$ cat config.mk
export PLATFORM = sky130hd
export DESIGN_NAME = ring_fifo_drop_oldest
export DESIGN_NICKNAME = d
export VERILOG_FILES = /design/src/design/rfdo_pkg.sv /design/src/design/ring_fifo_drop_oldest.sv
export SDC_FILE = /design/constraint.sdc
export NUM_CORES = 1
export LEC_CHECK = 0
export ABC_AREA = 1
export BUFFER_PORTS_ARGS = -buffer_cell sky130_fd_sc_hd__buf_2
export CAP_MARGIN = 20
export CORE_ASPECT_RATIO = 0.8
export CORE_MARGIN = 2
export CORE_UTILIZATION = 40
export DETAILED_ROUTE_END_ITERATION = 16
export HOLD_SLACK_MARGIN = 0.08
export PLACE_DENSITY = 0.67
export SETUP_SLACK_MARGIN = 0.15
export SLEW_MARGIN = 25
export SYNTH_ARGS = -nofsm -noshare
export SYNTH_HDL_FRONTEND = slang
export SYNTH_SLANG_ARGS = --single-unit
$ cat constraint.sdc
create_clock -name clk -period 4.5 [get_ports clk]
set_clock_uncertainty 0.1 [all_clocks]
set_input_delay 0.675 -clock clk [delete_from_list [all_inputs] [get_ports clk]]
set_output_delay 0.675 -clock clk [all_outputs]
set_load 0.01 [all_outputs]
$ cat src/design/rfdo_pkg.sv
// shared constants and types for the drop-oldest ring fifo
`default_nettype none

package rfdo_pkg;

    // storage geometry, depth must be a power of two
    localparam int DEPTH  = 16;
    localparam int WORD_W = 32;
    localparam int PTR_W  = $clog2(DEPTH);
    localparam int CNT_W  = $clog2(DEPTH + 1);

    // fixed field widths of the stream items
    localparam int OP_W   = 2;
    localparam int DATA_W = 32;
    localparam int OCC_W  = 5;
    localparam int S_TDATA_W = ((OP_W + DATA_W + 7) / 8) * 8;
    localparam int M_FIELDS_W = 1 + DATA_W + 1 + OCC_W + 1 + 1;
    localparam int M_TDATA_W = ((M_FIELDS_W + 7) / 8) * 8;

    // configuration address map
    localparam int PADDR_W = 3;
    localparam logic REG_DROP_MODE = 1'b0;

    // operation codes
    typedef enum logic [OP_W-1:0] {
        OP_PUSH  = 2'd0,
        OP_POP   = 2'd1,
        OP_PEEK  = 2'd2,
        OP_CLEAR = 2'd3
    } op_t;

endpackage

`default_nettype wire

$ cat src/design/ring_fifo_drop_oldest.sv
// ring fifo with optional drop-oldest on push to full, one operation per transaction
// a result is registered and appears in the cycle after its operation is accepted
// throughput: one operation per cycle while the result side keeps up; the single-port
//   read of the entry memory and the one-deep result register set that figure
// reset: pointers, count, drop mode and result valid clear at once; entry memory is
//   not cleared, entries are only read after they were written
`default_nettype none

module ring_fifo_drop_oldest (
    input  wire logic                           clk,
    input  wire logic                           rst_n,
    // operation stream
    input  wire logic                           s_tvalid,
    output logic                                s_tready,
    // opcode[1:0], push_data[33:2], zero pad
    input  wire logic [rfdo_pkg::S_TDATA_W-1:0] s_tdata,
    // result stream
    output logic                                m_tvalid,
    input  wire logic                           m_tready,
    // ok[0], read_data[32:1], dropped[33], occupancy[38:34], is_empty[39],
    // is_full[40], zero pad
    output logic [rfdo_pkg::M_TDATA_W-1:0]      m_tdata,
    // configuration port
    input  wire logic                           psel,
    input  wire logic                           penable,
    input  wire logic                           pwrite,
    input  wire logic [rfdo_pkg::PADDR_W-1:0]   paddr,
    input  wire logic [31:0]                    pwdata,
    output logic [31:0]                         prdata,
    output logic                                pready
);
    import rfdo_pkg::*;

    // control state
    logic [PTR_W-1:0] wp_reg, wp_next;
    logic [PTR_W-1:0] rp_reg, rp_next;
    logic [CNT_W-1:0] count_reg, count_next;
    logic             drop_mode_reg;

    // result register
    logic             out_valid_reg;
    logic             ok_reg, ok_next;
    logic             dropped_reg, dropped_next;
    logic             rd_sel_reg, rd_sel_next;
    logic [CNT_W-1:0] occ_reg;
    logic [WORD_W-1:0] rd_data_reg;

    // entry memory
    logic [WORD_W-1:0] mem [DEPTH];
    logic              mem_we;
    logic              mem_re;

    // decoded operation
    logic              accept;
    op_t               op;
    logic [WORD_W-1:0] word;
    logic              full;
    logic              empty;
    logic [DATA_W-1:0] read_data;
    logic [OCC_W-1:0]  occupancy;

    assign op     = op_t'(s_tdata[OP_W-1:0]);
    assign word   = WORD_W'(s_tdata[OP_W +: DATA_W]);
    assign full   = (count_reg == CNT_W'(DEPTH));
    assign empty  = (count_reg == '0);

    // take a new operation whenever the result slot frees up this cycle
    assign s_tready = !out_valid_reg || m_tready;
    assign accept   = s_tvalid && s_tready;

    // apb port, writes land on the access phase
    assign pready = 1'b1;
    assign prdata = (paddr[2] == REG_DROP_MODE) ? {31'b0, drop_mode_reg} : 32'b0;

    always_ff @(posedge clk or negedge rst_n)
    begin
        if (!rst_n)
        begin
            drop_mode_reg <= 1'b0;
        end
        else if (psel && penable && pwrite && pready && (paddr[2] == REG_DROP_MODE))
        begin
            drop_mode_reg <= pwdata[0];
        end
    end

    // operation decode and pointer update
    always_comb
    begin
        wp_next      = wp_reg;
        rp_next      = rp_reg;
        count_next   = count_reg;
        ok_next      = 1'b0;
        dropped_next = 1'b0;
        rd_sel_next  = 1'b0;
        mem_we       = 1'b0;
        mem_re       = 1'b0;
        case (op)
            OP_PUSH:
            begin
                if (!full)
                begin
                    mem_we     = 1'b1;
                    wp_next    = wp_reg + PTR_W'(1);
                    count_next = count_reg + CNT_W'(1);
                    ok_next    = 1'b1;
                end
                else if (drop_mode_reg)
                begin
                    // discard the oldest, count stays at depth
                    mem_we       = 1'b1;
                    wp_next      = wp_reg + PTR_W'(1);
                    rp_next      = rp_reg + PTR_W'(1);
                    ok_next      = 1'b1;
                    dropped_next = 1'b1;
                end
            end
            OP_POP:
            begin
                if (!empty)
                begin
                    mem_re      = 1'b1;
                    rp_next     = rp_reg + PTR_W'(1);
                    count_next  = count_reg - CNT_W'(1);
                    ok_next     = 1'b1;
                    rd_sel_next = 1'b1;
                end
            end
            OP_PEEK:
            begin
                if (!empty)
                begin
                    mem_re      = 1'b1;
                    ok_next     = 1'b1;
                    rd_sel_next = 1'b1;
                end
            end
            OP_CLEAR:
            begin
                wp_next    = '0;
                rp_next    = '0;
                count_next = '0;
                ok_next    = 1'b1;
            end
            default:
            begin
                ok_next = 1'b0;
            end
        endcase
        if (!accept)
        begin
            mem_we = 1'b0;
            mem_re = 1'b0;
        end
    end

    // pointer, count and result control registers
    always_ff @(posedge clk or negedge rst_n)
    begin
        if (!rst_n)
        begin
            wp_reg        <= '0;
            rp_reg        <= '0;
            count_reg     <= '0;
            out_valid_reg <= 1'b0;
            ok_reg        <= 1'b0;
            dropped_reg   <= 1'b0;
            rd_sel_reg    <= 1'b0;
            occ_reg       <= '0;
        end
        else
        begin
            if (accept)
            begin
                wp_reg        <= wp_next;
                rp_reg        <= rp_next;
                count_reg     <= count_next;
                out_valid_reg <= 1'b1;
                ok_reg        <= ok_next;
                dropped_reg   <= dropped_next;
                rd_sel_reg    <= rd_sel_next;
                occ_reg       <= count_next;
            end
            else if (m_tready)
            begin
                out_valid_reg <= 1'b0;
            end
        end
    end

    // entry memory, registered read
    always_ff @(posedge clk)
    begin
        if (mem_we)
        begin
            mem[wp_reg] <= word;
        end
        if (mem_re)
        begin
            rd_data_reg <= mem[rp_reg];
        end
    end

    // result packing
    assign read_data = rd_sel_reg ? DATA_W'(rd_data_reg) : '0;
    assign occupancy = OCC_W'(occ_reg);
    assign m_tvalid  = out_valid_reg;
    assign m_tdata   = M_TDATA_W'({(occ_reg == CNT_W'(DEPTH)),
                                   (occ_reg == '0),
                                   occupancy,
                                   dropped_reg,
                                   read_data,
                                   ok_reg});

`ifndef SYNTHESIS
    // count never passes depth
    a_count_bound: assert property (@(posedge clk) disable iff (!rst_n)
        count_reg <= CNT_W'(DEPTH))
        else $error("entry count above depth");

    // pointer distance tracks the count
    a_ptr_count: assert property (@(posedge clk) disable iff (!rst_n)
        (wp_reg - rp_reg) == count_reg[PTR_W-1:0])
        else $error("pointer distance disagrees with count");

    // a drop only happens on a successful push that leaves the fifo full
    a_drop_full: assert property (@(posedge clk) disable iff (!rst_n)
        (out_valid_reg && dropped_reg) |-> (ok_reg && (occ_reg == CNT_W'(DEPTH))))
        else $error("drop reported without full fifo");

    // read data is only selected for a successful read
    a_read_ok: assert property (@(posedge clk) disable iff (!rst_n)
        (out_valid_reg && rd_sel_reg) |-> (ok_reg && !dropped_reg))
        else $error("read data selected on a failed operation");
`endif

endmodule

`default_nettype wire
==> results_dict.tcl <==
set metrics [dict create \
    status "finished, final reports clean" \
    crit_chain "inv_6, buf_4, nand2_1, nand3_1, nand2_1, a21oi_1, o21ai_1, nand2_1" \
    slew_viol_final 0 \
    antenna_found_initial 2 \
    grt_pass1_wl_um 82500 \
    syn_to_final_growth_pct 12.21 \
    worst-r2r-setup-slack_ps 1430 \
    synth_compound_area_frac 0.09083 \
    whs_ps 248.8 \
    gr-total-overflow 0 \
    hold_depth 3 \
    setup_viol 0 \
    yosys.area_share.simple 0.1114 \
    worst_pin_slew_ps 1173 \
    r2r_start "rp_reg[0]" \
    cp_num_cells 8 \
    synth_top_family_by_area "simple AND/OR/NAND/NOR gates" \
    critical_path_required_ps 4820 \
    p_per_area_nw_per_um2 562.5 \
    die_w_um 270.7 \
    cp_top_family "buffers and inverters" \
    synth.distinct_cells 35 \
    wirelength_um 53940 \
    rsz0062_at_grt "no" \
    start_util 0.4029 \
    dieArea_um2 58860 \
    wl_per_cell_um 20.02 \
    r2r_cells 8 \
    crit_arrival_ps 3390 \
    cts_num_sinks 562 \
    end_kind "flop" \
    io_buffers 86 \
    grt_max_degree 206 \
    leakagePower_nw 9.239 \
    remaining_drc_errors 0 \
    fin_util 0.4522 \
    cts_tree "yes" \
    cts-resized-gates 0 \
    n_antenna_cell 0 \
    finalCritPeriodShare 0.6816 \
    path_common_cell "nand2_1" \
    min_path_type "input port to flop" \
    fin_tns_setup_ps 0 \
    path_buf_inv 2 \
    clock.fmax_ghz 0.3260 \
    cts.reportedPaths.clkPinSlew_ps 60 \
    dp_hpwl_um 29370 \
    yosysSeqAreaShare 0.7372 \
    cts_max_level 2 \
    postCtsHoldBufs 1 \
    r2r_end "rd_data_reg[0]" \
    drt_iter0_drc 1595 \
    vdd_ir_drop_max_mv 0.4804 \
    post_cts_buffers 0 \
    syn-cell-area_um2 22770 \
    synth_xor_area_frac 0.001923 \
    hold_start "pwdata[0]" \
    drive_above_1_share 0.1189 \
    hold_viol 0 \
    critPathMaxFanout 100 \
    slowest_delay_ps 760 \
    worstSetupPathType "flop to flop" \
    vias 14040 \
    final.fill_count 5029 \
    drt_pass1_iterations 5 \
    clkLatencyLatePin_ps 590 \
    largest_register_ffs 512 \
    top_level_ports 165 \
    cts_buffers 52 \
    critPathSlowestCell "dfrtp_4" \
    hold_path_end "drop_mode_reg" \
    p_total_mw 14.37 \
    synth.area.mux_share 0 \
    via_per_inst 5.210 \
    nets 1990 \
    core_area_um2 56510 \
    ant_nets 0 \
    slew_headroom 0.2179 \
    post_dp_cell_area_um2 23870 \
    fin_crit_ps 3067 \
    grt_use_total 0.1830 \
    cp-start-kind "flop" \
    clock-root-buffer "clkbuf_16" \
    finalWeightedCongestion 0.7666 \
    final_area_um2 25550 \
    die_h_um 217.4 \
    grt_pass1_vias 13560 \
    synthCells 1822 \
    synth-seq-cells 562 \
    synth_area_per_cell_um2 12.50 \
    drv_cap 0 \
    synth_fa_ha_area_frac 0.007144 \
    yosys_warnings 0 \
    rows 78 \
    cts_buffer_depth 3 \
]
-- metrics by stage --
stage / setup slack [ps] / instances
2_1_floorplan: 1220 / 1859
3_3_place_gp: 1235 / 2599
3_5_place_dp: 1132 / 2600
4_1_cts: 1526 / 2695
5_1_grt: 1256 / 2695
6_report: 1433 / 2695
-- cells in the final DEF (no fill, tap or decap), drive strengths merged --
master       netlist  final
a21o               1      1
a21oi            115    115
a31oi             14     14
buf              108    126
bufinv             0      6
clkbuf            37     60
clkinv             1     26
clkinvlp           0      1
conb               2     39
dfrtp             18     18
dlygate4sd3        0      1
edfxtp           544    544
ha                13     13
inv               71     73
nand2            406    406
nand3             80     80
nand3b             1      1
nand4              2      2
nor2             145    145
o211ai            14     14
o21ai            191    191
o21bai             2      2
o22ai             50     50
o31ai              1      1
or2                1      1
xnor2              1      1
xor2               4      4
-- area by class of cell --
cell class / instances / area, um2 / share of cell area
Sequential cell: 562 / 16790 / 0.6572
Multi-Input combinational cell: 1080 / 5085 / 0.1990
Clock buffer: 60 / 1331 / 0.05211
Tap cell: 760 / 950.9 / 0.03722
Timing Repair Buffer: 127 / 778.2 / 0.03046
Clock inverter: 34 / 336.6 / 0.01317
Inverter: 72 / 275.3 / 0.01077
-- how the worst max path moves through the flow --
stage,start,to
after global placement,s_tdata[1],mem[12][14]
after global routing,rp_reg[0],rd_data_reg[0]
final,rp_reg[0],rd_data_reg[0]
after floorplan,m_tready,mem[0][0]
after detailed placement,s_tdata[1],mem[14][14]
after CTS,rd_sel_reg,m_tdata[5]
-- where the power goes --
part	internal, mW	switching (mW)
Sequential	6.02	0.210
Clock	2.47	1.89
Combinational	1.09	2.69
Total	9.57	4.80
-- cell families (layout without fill, tap and decap cells) --
family / Yosys count / after routing
other: 2 / 39
flip-flops: 562 / 562
adder cells (fa/ha/maj): 13 / 13
XOR/XNOR: 5 / 5
AND/OR/NAND/NOR: 635 / 635
AO/OA/AOI/OAI: 388 / 388
buffers and inverters: 217 / 293
-- cell usage after synthesis, drive strengths merged --
master | count | area [um2]
a31oi | 14 | 87.58
a21o | 1 | 8.760
xnor2 | 1 | 8.760
ha | 13 | 162.7
o21ai | 191 | 955.9
o21bai | 2 | 15.01
nand2 | 406 | 1529
o211ai | 14 | 105.1
conb | 2 | 7.510
xor2 | 4 | 35.03
inv | 71 | 266.5
clkinv | 1 | 3.750
clkbuf | 37 | 140.1
dfrtp | 18 | 450.4
nor2 | 145 | 565.5
nand4 | 2 | 12.51
a21oi | 115 | 575.6
nand3b | 1 | 7.510
o22ai | 50 | 312.8
or2 | 1 | 6.260
o31ai | 1 | 7.510
edfxtp | 544 | 16340
buf | 108 | 754.5
nand3 | 80 | 415.4
-- per-layer routing --
layer  vias up  GRT usage  wire length (um)
li1       6533          -                 -
met1      6903     0.2572             23360
met2       519     0.2987             25830
met3        82    0.02858              3628
met4         4    0.04715              1097
met5         -          0                27
-- tightest hold or removal path, cell delays in order --
cell	delay, ps
buf_2	70
nor2_1	40
a21oi_1	100
(Power assumes the default switching activity.)
